File: src/design/rlc_pkg.sv
// Shared types, codes and reset constants for the rangefinder link controller.
// No dependencies; imported by every module of the block.
`timescale 1ns / 1ps

package rlc_pkg;

  // Default width of the wait timer
  localparam int TIMER_WIDTH_DEF = 16;

  // Item command codes
  localparam logic [1:0] CMD_BYTE    = 2'd0;
  localparam logic [1:0] CMD_TICK    = 2'd1;
  localparam logic [1:0] CMD_REQUEST = 2'd2;

  // Host request codes
  localparam logic [1:0] REQ_ON    = 2'd0;
  localparam logic [1:0] REQ_OFF   = 2'd1;
  localparam logic [1:0] REQ_RESET = 2'd2;

  // Completed frame kinds
  localparam logic [1:0] KIND_EMPTY = 2'd0;
  localparam logic [1:0] KIND_ACK   = 2'd1;
  localparam logic [1:0] KIND_DIST  = 2'd2;
  localparam logic [1:0] KIND_INIT  = 2'd3;

  // Frame bytes and lengths
  localparam logic [7:0] SYNC_BYTE = 8'hFB;
  localparam logic [7:0] TYPE_DIST = 8'h03;
  localparam logic [7:0] TYPE_ACK  = 8'h02;
  localparam logic [7:0] TYPE_INIT = 8'hFB;
  localparam logic [4:0] LEN_DIST  = 5'd24;
  localparam logic [4:0] LEN_SHORT = 5'd16;
  localparam logic [4:0] POS_DIST_LO = 5'd12;
  localparam logic [4:0] POS_DIST_HI = 5'd13;

  // Command codes sent to the module
  localparam logic [2:0] SEND_NONE  = 3'd0;
  localparam logic [2:0] SEND_OPEN  = 3'd1;
  localparam logic [2:0] SEND_RESET = 3'd2;
  localparam logic [2:0] SEND_START = 3'd3;
  localparam logic [2:0] SEND_STOP  = 3'd4;

  // Configuration register indexes
  localparam logic [7:0] REG_REPLY_TIMEOUT = 8'd0;
  localparam logic [7:0] REG_DATA_TIMEOUT  = 8'd1;
  localparam logic [7:0] REG_RETRY_DELAY   = 8'd2;
  localparam logic [7:0] REG_POWERUP_DELAY = 8'd3;

  // Configuration reset values
  localparam logic [15:0] REPLY_TIMEOUT_RST = 16'd10;
  localparam logic [15:0] DATA_TIMEOUT_RST  = 16'd25;
  localparam logic [15:0] RETRY_DELAY_RST   = 16'd1000;
  localparam logic [15:0] POWERUP_DELAY_RST = 16'd200;

  // Classified item passed from the parser to the sequencer
  typedef struct packed {
    logic [1:0]  cmd;
    logic [1:0]  kind;
    logic [1:0]  req;
    logic [15:0] dist_value;
  } rlc_event_t;

  // Timing configuration
  typedef struct packed {
    logic [15:0] reply_timeout;
    logic [15:0] data_timeout;
    logic [15:0] retry_delay;
    logic [15:0] powerup_delay;
  } rlc_cfg_t;

endpackage

File: src/design/rlc_frame_parser.sv
// Front end: accepts items, runs the serial frame parser and classifies each item.
// Depends on rlc_pkg.
`timescale 1ns / 1ps

module rlc_frame_parser (
  input  logic               clk,
  input  logic               rst,
  input  logic               in_valid,
  output logic               in_stall,
  input  logic [1:0]         command,
  input  logic [7:0]         rx_byte,
  input  logic [1:0]         request,
  input  logic               q_full,
  output logic               push,
  output rlc_pkg::rlc_event_t push_event
);
  import rlc_pkg::*;

  logic [4:0] frame_count, frame_count_next;
  logic [4:0] frame_length, frame_length_next;
  logic [1:0] frame_kind, frame_kind_next;
  logic [7:0] distance_low, distance_low_next;
  logic [7:0] distance_high, distance_high_next;
  logic [1:0] done_kind;
  logic [4:0] count_inc;
  logic       accept;

  assign in_stall = q_full;
  assign accept   = in_valid && !q_full;
  assign push     = accept;

  // Parser next state for a received byte
  always_comb begin
    frame_count_next   = frame_count;
    frame_length_next  = frame_length;
    frame_kind_next    = frame_kind;
    distance_low_next  = distance_low;
    distance_high_next = distance_high;
    done_kind          = KIND_EMPTY;
    count_inc          = frame_count + 5'd1;
    if (command == CMD_BYTE) begin
      if (frame_count == 5'd0) begin
        // hunting for sync
        if (rx_byte == SYNC_BYTE) begin
          frame_count_next = 5'd1;
        end else begin
          frame_length_next = 5'd0;
        end
      end else if (frame_count == 5'd1 && rx_byte != TYPE_DIST && rx_byte != TYPE_ACK &&
                   rx_byte != TYPE_INIT) begin
        // unknown type: resync
        frame_count_next  = 5'd0;
        frame_length_next = 5'd0;
        frame_kind_next   = KIND_EMPTY;
      end else begin
        if (frame_count == 5'd1) begin
          if (rx_byte == TYPE_DIST) begin
            frame_kind_next   = KIND_DIST;
            frame_length_next = LEN_DIST;
          end else if (rx_byte == TYPE_ACK) begin
            frame_kind_next   = KIND_ACK;
            frame_length_next = LEN_SHORT;
          end else begin
            frame_kind_next   = KIND_INIT;
            frame_length_next = LEN_SHORT;
          end
        end else if (frame_count == POS_DIST_LO) begin
          distance_low_next = rx_byte;
        end else if (frame_count == POS_DIST_HI) begin
          distance_high_next = rx_byte;
        end
        frame_count_next = count_inc;
        if (count_inc == frame_length_next) begin
          done_kind         = frame_kind_next;
          frame_count_next  = 5'd0;
          frame_length_next = 5'd0;
          frame_kind_next   = KIND_EMPTY;
        end
      end
    end
  end

  // Classified item toward the queue
  always_comb begin
    push_event.cmd        = command;
    push_event.kind       = done_kind;
    push_event.req        = request;
    push_event.dist_value = {distance_high_next, distance_low_next};
  end

  always_ff @(posedge clk) begin
    if (rst) begin
      frame_count   <= 5'd0;
      frame_length  <= 5'd0;
      frame_kind    <= KIND_EMPTY;
      distance_low  <= 8'd0;
      distance_high <= 8'd0;
    end else if (accept) begin
      frame_count   <= frame_count_next;
      frame_length  <= frame_length_next;
      frame_kind    <= frame_kind_next;
      distance_low  <= distance_low_next;
      distance_high <= distance_high_next;
    end
  end

endmodule

File: src/design/rlc_event_queue.sv
// Two-entry queue of classified items between the parser and the sequencer.
// Depends on rlc_pkg.
`timescale 1ns / 1ps

module rlc_event_queue (
  input  logic                clk,
  input  logic                rst,
  input  logic                push,
  input  rlc_pkg::rlc_event_t push_event,
  output logic                full,
  output logic                head_valid,
  output rlc_pkg::rlc_event_t head_event,
  input  logic                pop
);
  import rlc_pkg::*;

  rlc_event_t entry [2];
  logic       wr_ptr;
  logic       rd_ptr;
  logic [1:0] count;

  assign full       = (count == 2'd2);
  assign head_valid = (count != 2'd0);
  assign head_event = entry[rd_ptr];

  // Storage
  always_ff @(posedge clk) begin
    if (push) begin
      entry[wr_ptr] <= push_event;
    end
  end

  // Pointers and fill count
  always_ff @(posedge clk) begin
    if (rst) begin
      wr_ptr <= 1'b0;
      rd_ptr <= 1'b0;
      count  <= 2'd0;
    end else begin
      if (push) begin
        wr_ptr <= ~wr_ptr;
      end
      if (pop) begin
        rd_ptr <= ~rd_ptr;
      end
      if (push && !pop) begin
        count <= count + 2'd1;
      end else if (pop && !push) begin
        count <= count - 2'd1;
      end
    end
  end

endmodule

File: src/design/rlc_link_sequencer.sv
// Back end: link state machine, wait timer and registered result stage.
// Depends on rlc_pkg.
`timescale 1ns / 1ps

module rlc_link_sequencer #(
  parameter int TIMER_WIDTH = rlc_pkg::TIMER_WIDTH_DEF
) (
  input  logic                clk,
  input  logic                rst,
  input  rlc_pkg::rlc_cfg_t   cfg,
  input  logic                ev_valid,
  input  rlc_pkg::rlc_event_t ev,
  output logic                ev_pop,
  output logic                out_valid,
  input  logic                out_stall,
  output logic [2:0]          send_code,
  output logic                distance_valid,
  output logic [15:0]         distance,
  output logic [2:0]          link_state
);
  import rlc_pkg::*;

  localparam logic [2:0] ST_POWERUP     = 3'd0;
  localparam logic [2:0] ST_AWAIT_INIT  = 3'd1;
  localparam logic [2:0] ST_RETRY_WAIT  = 3'd2;
  localparam logic [2:0] ST_IDLE        = 3'd3;
  localparam logic [2:0] ST_AWAIT_START = 3'd4;
  localparam logic [2:0] ST_MEASURING   = 3'd5;
  localparam logic [2:0] ST_AWAIT_STOP  = 3'd6;

  localparam logic [TIMER_WIDTH-1:0] TIMER_ONE = TIMER_WIDTH'(1);

  logic [2:0]             state, state_next;
  logic [TIMER_WIDTH-1:0] wait_timer, wait_timer_next;
  logic [2:0]             send;
  logic                   dvalid;
  logic [TIMER_WIDTH-1:0] reply_load;
  logic [TIMER_WIDTH-1:0] data_load;
  logic [TIMER_WIDTH-1:0] retry_load;

  assign reply_load = TIMER_WIDTH'(cfg.reply_timeout);
  assign data_load  = TIMER_WIDTH'(cfg.data_timeout);
  assign retry_load = TIMER_WIDTH'(cfg.retry_delay);

  // Take the next item whenever the result stage is free or being drained
  assign ev_pop = ev_valid && (!out_valid || !out_stall);

  // Next link state for the head item
  always_comb begin
    state_next      = state;
    wait_timer_next = wait_timer;
    send            = SEND_NONE;
    dvalid          = 1'b0;
    case (ev.cmd)
      CMD_BYTE: begin
        if (ev.kind != KIND_EMPTY) begin
          case (state)
            ST_AWAIT_INIT: begin
              state_next = ST_IDLE;
            end
            ST_AWAIT_START: begin
              if (ev.kind == KIND_ACK) begin
                state_next      = ST_MEASURING;
                wait_timer_next = data_load;
              end else begin
                send            = SEND_OPEN;
                state_next      = ST_AWAIT_INIT;
                wait_timer_next = reply_load;
              end
            end
            ST_MEASURING: begin
              if (ev.kind == KIND_DIST) begin
                dvalid          = 1'b1;
                wait_timer_next = data_load;
              end else begin
                send            = SEND_OPEN;
                state_next      = ST_AWAIT_INIT;
                wait_timer_next = reply_load;
              end
            end
            ST_AWAIT_STOP: begin
              if (ev.kind == KIND_ACK) begin
                state_next = ST_IDLE;
              end else begin
                send            = SEND_OPEN;
                state_next      = ST_AWAIT_INIT;
                wait_timer_next = reply_load;
              end
            end
            default: begin
              // frames in powerup, retry wait and idle are dropped
            end
          endcase
        end
      end
      CMD_TICK: begin
        if (state != ST_IDLE) begin
          if (wait_timer > TIMER_ONE) begin
            wait_timer_next = wait_timer - TIMER_ONE;
          end else if (state == ST_AWAIT_INIT) begin
            send            = SEND_RESET;
            state_next      = ST_RETRY_WAIT;
            wait_timer_next = retry_load;
          end else begin
            send            = SEND_OPEN;
            state_next      = ST_AWAIT_INIT;
            wait_timer_next = reply_load;
          end
        end
      end
      CMD_REQUEST: begin
        if (state == ST_IDLE) begin
          if (ev.req == REQ_ON) begin
            send            = SEND_START;
            state_next      = ST_AWAIT_START;
            wait_timer_next = reply_load;
          end else if (ev.req == REQ_RESET) begin
            send            = SEND_OPEN;
            state_next      = ST_AWAIT_INIT;
            wait_timer_next = reply_load;
          end
        end else if (state == ST_MEASURING) begin
          if (ev.req == REQ_OFF) begin
            send            = SEND_STOP;
            state_next      = ST_AWAIT_STOP;
            wait_timer_next = reply_load;
          end else if (ev.req == REQ_RESET) begin
            send            = SEND_OPEN;
            state_next      = ST_AWAIT_INIT;
            wait_timer_next = reply_load;
          end
        end
      end
      default: begin
        // unused command: report state only
      end
    endcase
  end

  // Link state and timer
  always_ff @(posedge clk) begin
    if (rst) begin
      state      <= ST_POWERUP;
      wait_timer <= TIMER_WIDTH'(POWERUP_DELAY_RST);
    end else if (ev_pop) begin
      state      <= state_next;
      wait_timer <= wait_timer_next;
    end
  end

  // Result stage: valid flag
  always_ff @(posedge clk) begin
    if (rst) begin
      out_valid <= 1'b0;
    end else if (ev_pop) begin
      out_valid <= 1'b1;
    end else if (!out_stall) begin
      out_valid <= 1'b0;
    end
  end

  // Result stage: payload
  always_ff @(posedge clk) begin
    if (ev_pop) begin
      send_code      <= send;
      distance_valid <= dvalid;
      distance       <= dvalid ? ev.dist_value : 16'd0;
      link_state     <= state_next;
    end
  end

endmodule

File: src/design/rangefinder_link_controller_unit.sv
// Top level of the rangefinder link controller: configuration registers,
// parser front end, item queue and link sequencer. Depends on rlc_pkg and submodules.
`timescale 1ns / 1ps

// Each item (received byte, millisecond tick or host request) yields exactly one
// result: the command to send to the module, an optional distance and the link
// state after the item. Items are taken one per clock unless in_stall is high;
// an accepted item is written into the queue, popped by the link sequencer and
// its result registered in the result stage. A two-entry queue between the frame
// parser and the link sequencer, plus a registered result stage, let either side
// stall independently. Configuration writes are always ready; a new timeout or
// retry delay takes effect the next time the wait timer is loaded. After reset
// the block waits POWERUP_DELAY_RST ticks before sending the first open command.
module rangefinder_link_controller_unit #(
  parameter int TIMER_WIDTH = rlc_pkg::TIMER_WIDTH_DEF
) (
  input  logic        clk,
  input  logic        rst,
  input  logic        in_valid,
  output logic        in_stall,
  input  logic [1:0]  command,
  input  logic [7:0]  rx_byte,
  input  logic [1:0]  request,
  output logic        out_valid,
  input  logic        out_stall,
  output logic [2:0]  send_code,
  output logic        distance_valid,
  output logic [15:0] distance,
  output logic [2:0]  link_state,
  input  logic        cfg_valid,
  output logic        cfg_ready,
  input  logic [7:0]  cfg_index,
  input  logic [15:0] cfg_data
);
  import rlc_pkg::*;

  rlc_cfg_t   cfg;
  logic       q_full;
  logic       push;
  rlc_event_t push_event;
  logic       head_valid;
  rlc_event_t head_event;
  logic       pop;

  assign cfg_ready = 1'b1;

  // Configuration registers
  always_ff @(posedge clk) begin
    if (rst) begin
      cfg.reply_timeout <= REPLY_TIMEOUT_RST;
      cfg.data_timeout  <= DATA_TIMEOUT_RST;
      cfg.retry_delay   <= RETRY_DELAY_RST;
      cfg.powerup_delay <= POWERUP_DELAY_RST;
    end else if (cfg_valid && cfg_ready) begin
      case (cfg_index)
        REG_REPLY_TIMEOUT: cfg.reply_timeout <= cfg_data;
        REG_DATA_TIMEOUT:  cfg.data_timeout  <= cfg_data;
        REG_RETRY_DELAY:   cfg.retry_delay   <= cfg_data;
        REG_POWERUP_DELAY: cfg.powerup_delay <= cfg_data;
        default: begin
          // writes beyond the register list are ignored
        end
      endcase
    end
  end

  // Front end: parser
  rlc_frame_parser u_parser (
    .clk        (clk),
    .rst        (rst),
    .in_valid   (in_valid),
    .in_stall   (in_stall),
    .command    (command),
    .rx_byte    (rx_byte),
    .request    (request),
    .q_full     (q_full),
    .push       (push),
    .push_event (push_event)
  );

  // Queue between front and back
  rlc_event_queue u_queue (
    .clk        (clk),
    .rst        (rst),
    .push       (push),
    .push_event (push_event),
    .full       (q_full),
    .head_valid (head_valid),
    .head_event (head_event),
    .pop        (pop)
  );

  // Back end: link sequencer
  rlc_link_sequencer #(
    .TIMER_WIDTH (TIMER_WIDTH)
  ) u_sequencer (
    .clk            (clk),
    .rst            (rst),
    .cfg            (cfg),
    .ev_valid       (head_valid),
    .ev             (head_event),
    .ev_pop         (pop),
    .out_valid      (out_valid),
    .out_stall      (out_stall),
    .send_code      (send_code),
    .distance_valid (distance_valid),
    .distance       (distance),
    .link_state     (link_state)
  );

endmodule
File: config.mk
export PLATFORM = sky130hd
export DESIGN_NAME = rangefinder_link_controller_unit
export DESIGN_NICKNAME = d
export VERILOG_FILES = /design/src/design/rlc_pkg.sv /design/src/design/rlc_frame_parser.sv /design/src/design/rlc_event_queue.sv /design/src/design/rlc_link_sequencer.sv /design/src/design/rangefinder_link_controller_unit.sv
export SDC_FILE = /design/constraint.sdc
export NUM_CORES = 1
export LEC_CHECK = 0
export BUFFER_PORTS_ARGS = -buffer_cell sky130_fd_sc_hd__buf_2
export CAP_MARGIN = 20
export CORE_MARGIN = 5
export CORE_UTILIZATION = 50
export DETAILED_ROUTE_END_ITERATION = 12
export MAX_ROUTING_LAYER = met4
export PLACE_DENSITY = 0.69
export RECOVER_POWER = 50
export SETUP_SLACK_MARGIN = 0.02
export SLEW_MARGIN = 30
export SYNTH_ARGS = -nofsm -noshare
export SYNTH_HDL_FRONTEND = slang
export SYNTH_HIERARCHICAL = 1
export SYNTH_SLANG_ARGS = --single-unit
File: constraint.sdc
create_clock -name clk -period 7.15 [get_ports clk]
set_clock_uncertainty 0.2 [all_clocks]
set_input_delay 0.715 -clock clk [delete_from_list [all_inputs] [get_ports clk]]
set_output_delay 0.715 -clock clk [all_outputs]
set_load 0.02 [all_outputs]
# ---- Yosys cells after proc, flatten, opt, wreduce, memory -nomap -nowiden
# Memories as Yosys holds them, arrays and structs flattened. A register that Yosys moved wholly into a read port is not among the register bits.
# Index checks and enable logic that the tools add are counted.
dict set report totals {
  out_inout_bits 26
  n_memories 1
  ramBits 44
  register_bits 123
  inputBits 41
}
dict set report classes {
  n_bitwise 3
  n_mux 85
  order_cmp 1
  n_eq_ne 33
  n_addsub 4
  reduce_logical 30
}
# memory depth width rd rd_ports_with_merged_regs write_ports line
set mem_list {}
lappend mem_list {u_queue.entry 2 22 1 1 1 rlc_event_queue.sv:17} ;# rlc_event_t entry [2];
# operator count
set op_table {}
lappend op_table {{2-to-1 mux 16 bit} 12}
lappend op_table {{one-hot mux 16 bit (3 select lines)} 2}
lappend op_table {{2-to-1 mux 8 bit} 11}
lappend op_table {{2-to-1 mux 5 bit} 12}
lappend op_table {{2-to-1 mux 3 bit} 17}
lappend op_table {{2-to-1 mux 2 bit} 13}
lappend op_table {{equality test 8 x 2 -> 1 bit (second input constant)} 3}
lappend op_table {{one-hot mux 3 bit (3 select lines)} 2}
lappend op_table {{greater-than comparator 16 x 1 -> 1 bit (second input constant)} 1}
lappend op_table {{!= test 8 x 2 -> 1 bit (second input constant)} 2}
lappend op_table {{subtractor 16 x 1 -> 16 bit (second input constant)} 1}
lappend op_table {{2-to-1 mux 1 bit} 13}
lappend op_table {{one-hot mux 3 bit (4 select lines)} 1}
lappend op_table {{equality test 5 x 4 -> 1 bit (second input constant)} 2}
lappend op_table {{equality test 3 bit (second input constant)} 3}
lappend op_table {{AND reduction 3 bit} 3}
lappend op_table {{equality test 2 bit (second input constant)} 4}
lappend op_table {{equality test 8 x 1 -> 1 bit (second input constant)} 1}
lappend op_table {{equality test 8 bit (second input constant)} 1}
lappend op_table {{logical NOT 8 bit} 1}
lappend op_table {{!= test 8 bit (second input constant)} 1}
lappend op_table {{logical AND 1 bit} 7}
lappend op_table {{AND reduction 7 bit} 1}
lappend op_table {{equality test 2 x 1 -> 1 bit (second input constant)} 3}
lappend op_table {{24 further kinds} 39}

# ---- Depth between registers and ports, before layout
dict set report logic_depth {
  ltp_word 12
  depth_mapped 12
  ltp_nobuf 9
}

# ---- Hierarchy
# The synthesis kept the hierarchy.
# module instances area_each_um2 cells_each
set modules_own_cells {}
lappend modules_own_cells {rlc_link_sequencer 1 3554.7 428}
lappend modules_own_cells {rangefinder_link_controller_unit 1 2642.5 240}
lappend modules_own_cells {rlc_event_queue 1 1789.2 90}
lappend modules_own_cells {rlc_frame_parser 1 1685.4 185}

# ---- Least setup slack after synthesis
# Ideal clock, no wire load.
dict set report synth_path {
  kind {register -> register}
  start {reg (tool-made name)}
  end {reg u_sequencer.wait_timer[11]}
  t_arrival_ps 2628
  required_ps 6816
  synth_period_minus_slack_ps 2961
  setup_ps 134
  slack_ps 4189
  stages_incl_launch_ff 10
  cell_sequence {dfxtp_1 -> buf_2 -> mux2_2 -> ha_1 -> and4b_4 -> or3_4 -> or3_1 -> buf_6 -> a2111oi_4 -> a2111oi_2}
}
# element line
set synth_lines {}
lappend synth_lines {{end signal: assignment} rlc_link_sequencer.sv:144} ;# wait_timer <= TIMER_WIDTH'(POWERUP_DELAY_RST);
lappend synth_lines {{end signal: assignment} rlc_link_sequencer.sv:147} ;# wait_timer <= wait_timer_next;
lappend synth_lines {{end: declaration} rlc_link_sequencer.sv:34} ;# logic [TIMER_WIDTH-1:0] wait_timer, wait_timer_next;

==> flow_results.xml <==
<?xml version="1.0" encoding="UTF-8"?>
<metrics>
  <group name="clock_network">
    <metric name="cts_hold_repair.buffers" unit="">0</metric>
    <metric name="cts.repair.resized" unit="">0</metric>
    <metric name="clk_path_buf_depth" unit="">2</metric>
    <metric name="clk_pin_slew" unit="ns">0.07</metric>
    <metric name="insertion_delay" unit="ns">0.43</metric>
    <metric name="total_cts_buffers" unit="">17</metric>
    <metric name="cts_tree" unit="">yes</metric>
    <metric name="cts_sinks" unit="">168</metric>
    <metric name="cts_setup_buffers" unit="">0</metric>
    <metric name="ctsRootBufferMaster" unit="">sky130_fd_sc_hd__clkbuf_16</metric>
    <metric name="ctsHtreeMaxLevel" unit="">4</metric>
  </group>
  <group name="sta">
    <metric name="final.setup.tns" unit="ns">0</metric>
    <metric name="rsz_0062_raised_after_global_routing" unit="">no</metric>
    <metric name="relSlewSlack" unit="%">-131</metric>
    <metric name="maxSlewViolCount" unit="">113</metric>
    <metric name="setup_viol_count_final" unit="">0</metric>
    <metric name="finalWorstPathRequiredPeriod" unit="ns">4.76</metric>
    <metric name="fmax" unit="MHz">210</metric>
    <metric name="fin_crit_sh" unit="%">66.5</metric>
    <metric name="worst-slew-pin-transition" unit="ns">3.47</metric>
    <metric name="timing_hold_violations_final" unit="">0</metric>
  </group>
  <group name="placed_design">
    <metric name="dpl_cell_area" unit="um^2">9300</metric>
    <metric name="numPlacedInstances" unit="">1120</metric>
    <metric name="gp_congestion" unit="">0.854</metric>
    <metric name="dp_hpwl" unit="um">12600</metric>
    <metric name="port_buffers" unit="">65</metric>
  </group>
  <group name="critical_path">
    <metric name="critical_path.startpoint_type" unit="">primary input</metric>
    <metric name="critical_path.max_fanout" unit="">89</metric>
    <metric name="worst-r2r-setup-slack" unit="ns">2.89</metric>
    <metric name="timing.setup.critical_path_class" unit="">in2reg</metric>
    <metric name="worst_r2r_path_depth" unit="">8</metric>
    <metric name="worst_ep_required_time" unit="ns">7.22</metric>
    <metric name="worst_ep_arrival_time" unit="ns">4.83</metric>
    <metric name="timing.rr.end" unit="">u_sequencer/wait_timer[0]</metric>
    <metric name="setup.worst_path.end_class" unit="">register</metric>
  </group>
  <group name="worst_hold_path">
    <metric name="hold_path.startpoint" unit="">u_parser/frame_kind[0]</metric>
    <metric name="min_path_cells" unit="">2</metric>
    <metric name="min-delay-path-class" unit="">reg2reg</metric>
    <metric name="min_to" unit="">u_parser/frame_kind[0]</metric>
  </group>
  <group name="floorplanning">
    <metric name="std_cell_rows" unit="">49</metric>
    <metric name="io_pins" unit="">67</metric>
    <metric name="fp.dieW" unit="um">145</metric>
    <metric name="dieArea" unit="um^2">20900</metric>
    <metric name="fp.coreArea" unit="um^2">17900</metric>
    <metric name="initial_core_util" unit="%">50.6</metric>
    <metric name="die-height" unit="um">145</metric>
  </group>
  <group name="routing">
    <metric name="dr_total_vias" unit="">6590</metric>
    <metric name="drt_pre_antenna_iters" unit="">7</metric>
    <metric name="drcViolationCount" unit="">0</metric>
    <metric name="postRouteWirelength" unit="um">19200</metric>
    <metric name="drt-wirelength-per-cell" unit="um">16.7</metric>
    <metric name="detail_route.iter0.violations" unit="">598</metric>
    <metric name="antenna_violating_nets_post_route" unit="">0</metric>
    <metric name="route.detailed.vias_per_inst" unit="">5.72</metric>
  </group>
  <group name="outcome">
    <metric name="violations" unit="">capacitance limit, slew limit</metric>
    <metric name="status" unit="">finished, violations left</metric>
  </group>
  <group name="final_layout">
    <metric name="areaGrowthSynthToFinish" unit="%">8.24</metric>
    <metric name="layout_cells_sized_above_1" unit="%">16.8</metric>
    <metric name="diodes" unit="">0</metric>
    <metric name="nets_final" unit="">962</metric>
    <metric name="final_cell_area" unit="um^2">9810</metric>
    <metric name="post_layout_nonfiller_instances" unit="">1152</metric>
  </group>
  <group name="power">
    <metric name="ir_drop" unit="uV">220</metric>
    <metric name="powerDensity" unit="nW/um^2">322</metric>
    <metric name="leakagePower" unit="nW">3.53</metric>
  </group>
  <group name="run">
    <metric name="reported_max_cap_violation_count" unit="">2</metric>
  </group>
  <group name="synthesis">
    <metric name="ys.warnings.count" unit="">6</metric>
    <metric name="synthCells" unit="">892</metric>
    <metric name="postSynthNetCount" unit="">944</metric>
    <metric name="synth_area" unit="um^2">9060</metric>
    <metric name="postSynthAreaPerCell" unit="um^2">10.2</metric>
  </group>
  <group name="global_route">
    <metric name="grt_antenna_before_repair" unit="">0</metric>
    <metric name="via_count_of_the_first_global_routing_pass" unit="">6270</metric>
    <metric name="grt_max_degree" unit="">90</metric>
    <metric name="gr-total-overflow" unit="">0</metric>
    <metric name="grt_pass1_wl" unit="um">32000</metric>
    <metric name="grtUsageTotal" unit="%">19.6</metric>
  </group>
</metrics>
-- placed cells by master (no fill, tap or decap), types with 5 or more instances in the layout --
cell type / n
sky130_fd_sc_hd__mux2_2: 49
sky130_fd_sc_hd__ha_1: 11
sky130_fd_sc_hd__a311oi_1: 13
sky130_fd_sc_hd__xor2_1: 9
sky130_fd_sc_hd__nor2_1: 78
sky130_fd_sc_hd__a211oi_1: 9
sky130_fd_sc_hd__o32ai_1: 8
sky130_fd_sc_hd__nand4_1: 9
sky130_fd_sc_hd__nand3_1: 33
sky130_fd_sc_hd__nand4b_1: 5
sky130_fd_sc_hd__nand2_1: 66
sky130_fd_sc_hd__nand3b_1: 5
sky130_fd_sc_hd__xnor2_1: 8
sky130_fd_sc_hd__clkbuf_16: 17
sky130_fd_sc_hd__and2_1: 23
sky130_fd_sc_hd__nor3_1: 8
sky130_fd_sc_hd__mux2i_1: 68
sky130_fd_sc_hd__edfxtp_1: 67
sky130_fd_sc_hd__dfxtp_1: 100
sky130_fd_sc_hd__or3_1: 5
sky130_fd_sc_hd__nand2b_1: 62
sky130_fd_sc_hd__nor2b_1: 14
sky130_fd_sc_hd__a21oi_1: 33
sky130_fd_sc_hd__clkbuf_1: 32
sky130_fd_sc_hd__inv_1: 13
sky130_fd_sc_hd__buf_2: 37
sky130_fd_sc_hd__a31oi_1: 6
sky130_fd_sc_hd__o21ai_0: 22
-- cell type report --
| type | count | area, um^2 |
|---|---|---|
| multi-input combinational | 640 | 4550 |
| inverter | 13 | 48.8 |
| timing repair buffer | 70 | 317 |
| sequential | 168 | 4040 |
| clock inverter | 14 | 148 |
| tap | 229 | 287 |
| clock buffer | 18 | 429 |
| fill | 1621 | 8090 |
-- flip-flops by register name, indices dropped and copies added (netlist names), 2 cells and up, named ones only --
signal                  flops
u_sequencer/wait_timer     16
cfg                        48
u_sequencer/send_code       3
u_queue/entry              44
u_parser/frame_count        5
u_parser/frame_kind         2
u_sequencer/link_state      3
u_parser/distance_high      8
u_sequencer/distance       16
u_parser/distance_low       8
u_parser/frame_length       5
u_sequencer/state           3
u_queue/count               2
-- layer usage --
metal | part of all wire (%) | global-route usage [%] | up-vias
met5 | 0 | - | -
met4 | 1.3 | 5.45 | 0
li1 | - | - | 3253
met1 | 49 | 27.3 | 3123
met2 | 45 | 29.7 | 189
met3 | 4.4 | 3.37 | 25
-- worst max path at each step --
stage | startpoint | to | slack [ns] | cells past startpoint
global placement | register | u_sequencer/wait_timer[0] | 2.74 | 8
floorplan | register | u_sequencer/wait_timer[11] | 4.19 | 9
global route | rst | u_sequencer/wait_timer[1] | 1.83 | 5
CTS | register | u_sequencer/wait_timer[0] | 2.60 | 8
finish | rst | u_sequencer/wait_timer[0] | 2.39 | 5
detailed placement | register | u_sequencer/wait_timer[0] | 2.62 | 8
-- metrics by stage --
stage               worst slack, ns  hold WS, ns  power (mW)  util [%]
floorplan                      4.19        0.232        2.06         -
global placement               2.74        0.244        2.27      51.8
detailed placement             2.62        0.246        2.29      51.9
CTS                            2.60        0.255        3.19      55.2
global route                   1.83        0.270        3.33      54.8
finish                         2.39        0.252        3.16      54.8
-- worst max-delay path, cell delays in order --
cell                       delay [ns]
sky130_fd_sc_hd__clkbuf_1        0.88
sky130_fd_sc_hd__clkbuf_1        2.51
sky130_fd_sc_hd__nand2b_1        0.49
sky130_fd_sc_hd__a211o_1         0.15
sky130_fd_sc_hd__o32ai_1         0.06
-- power by group --
group	internal (mW)	total, mW	switching, mW	leakage, nW
clock network	0.466	0.894	0.428	0.283
registers	1.17	1.30	0.131	1.47
logic	0.342	0.971	0.628	1.78
(Power assumes the default switching activity.)
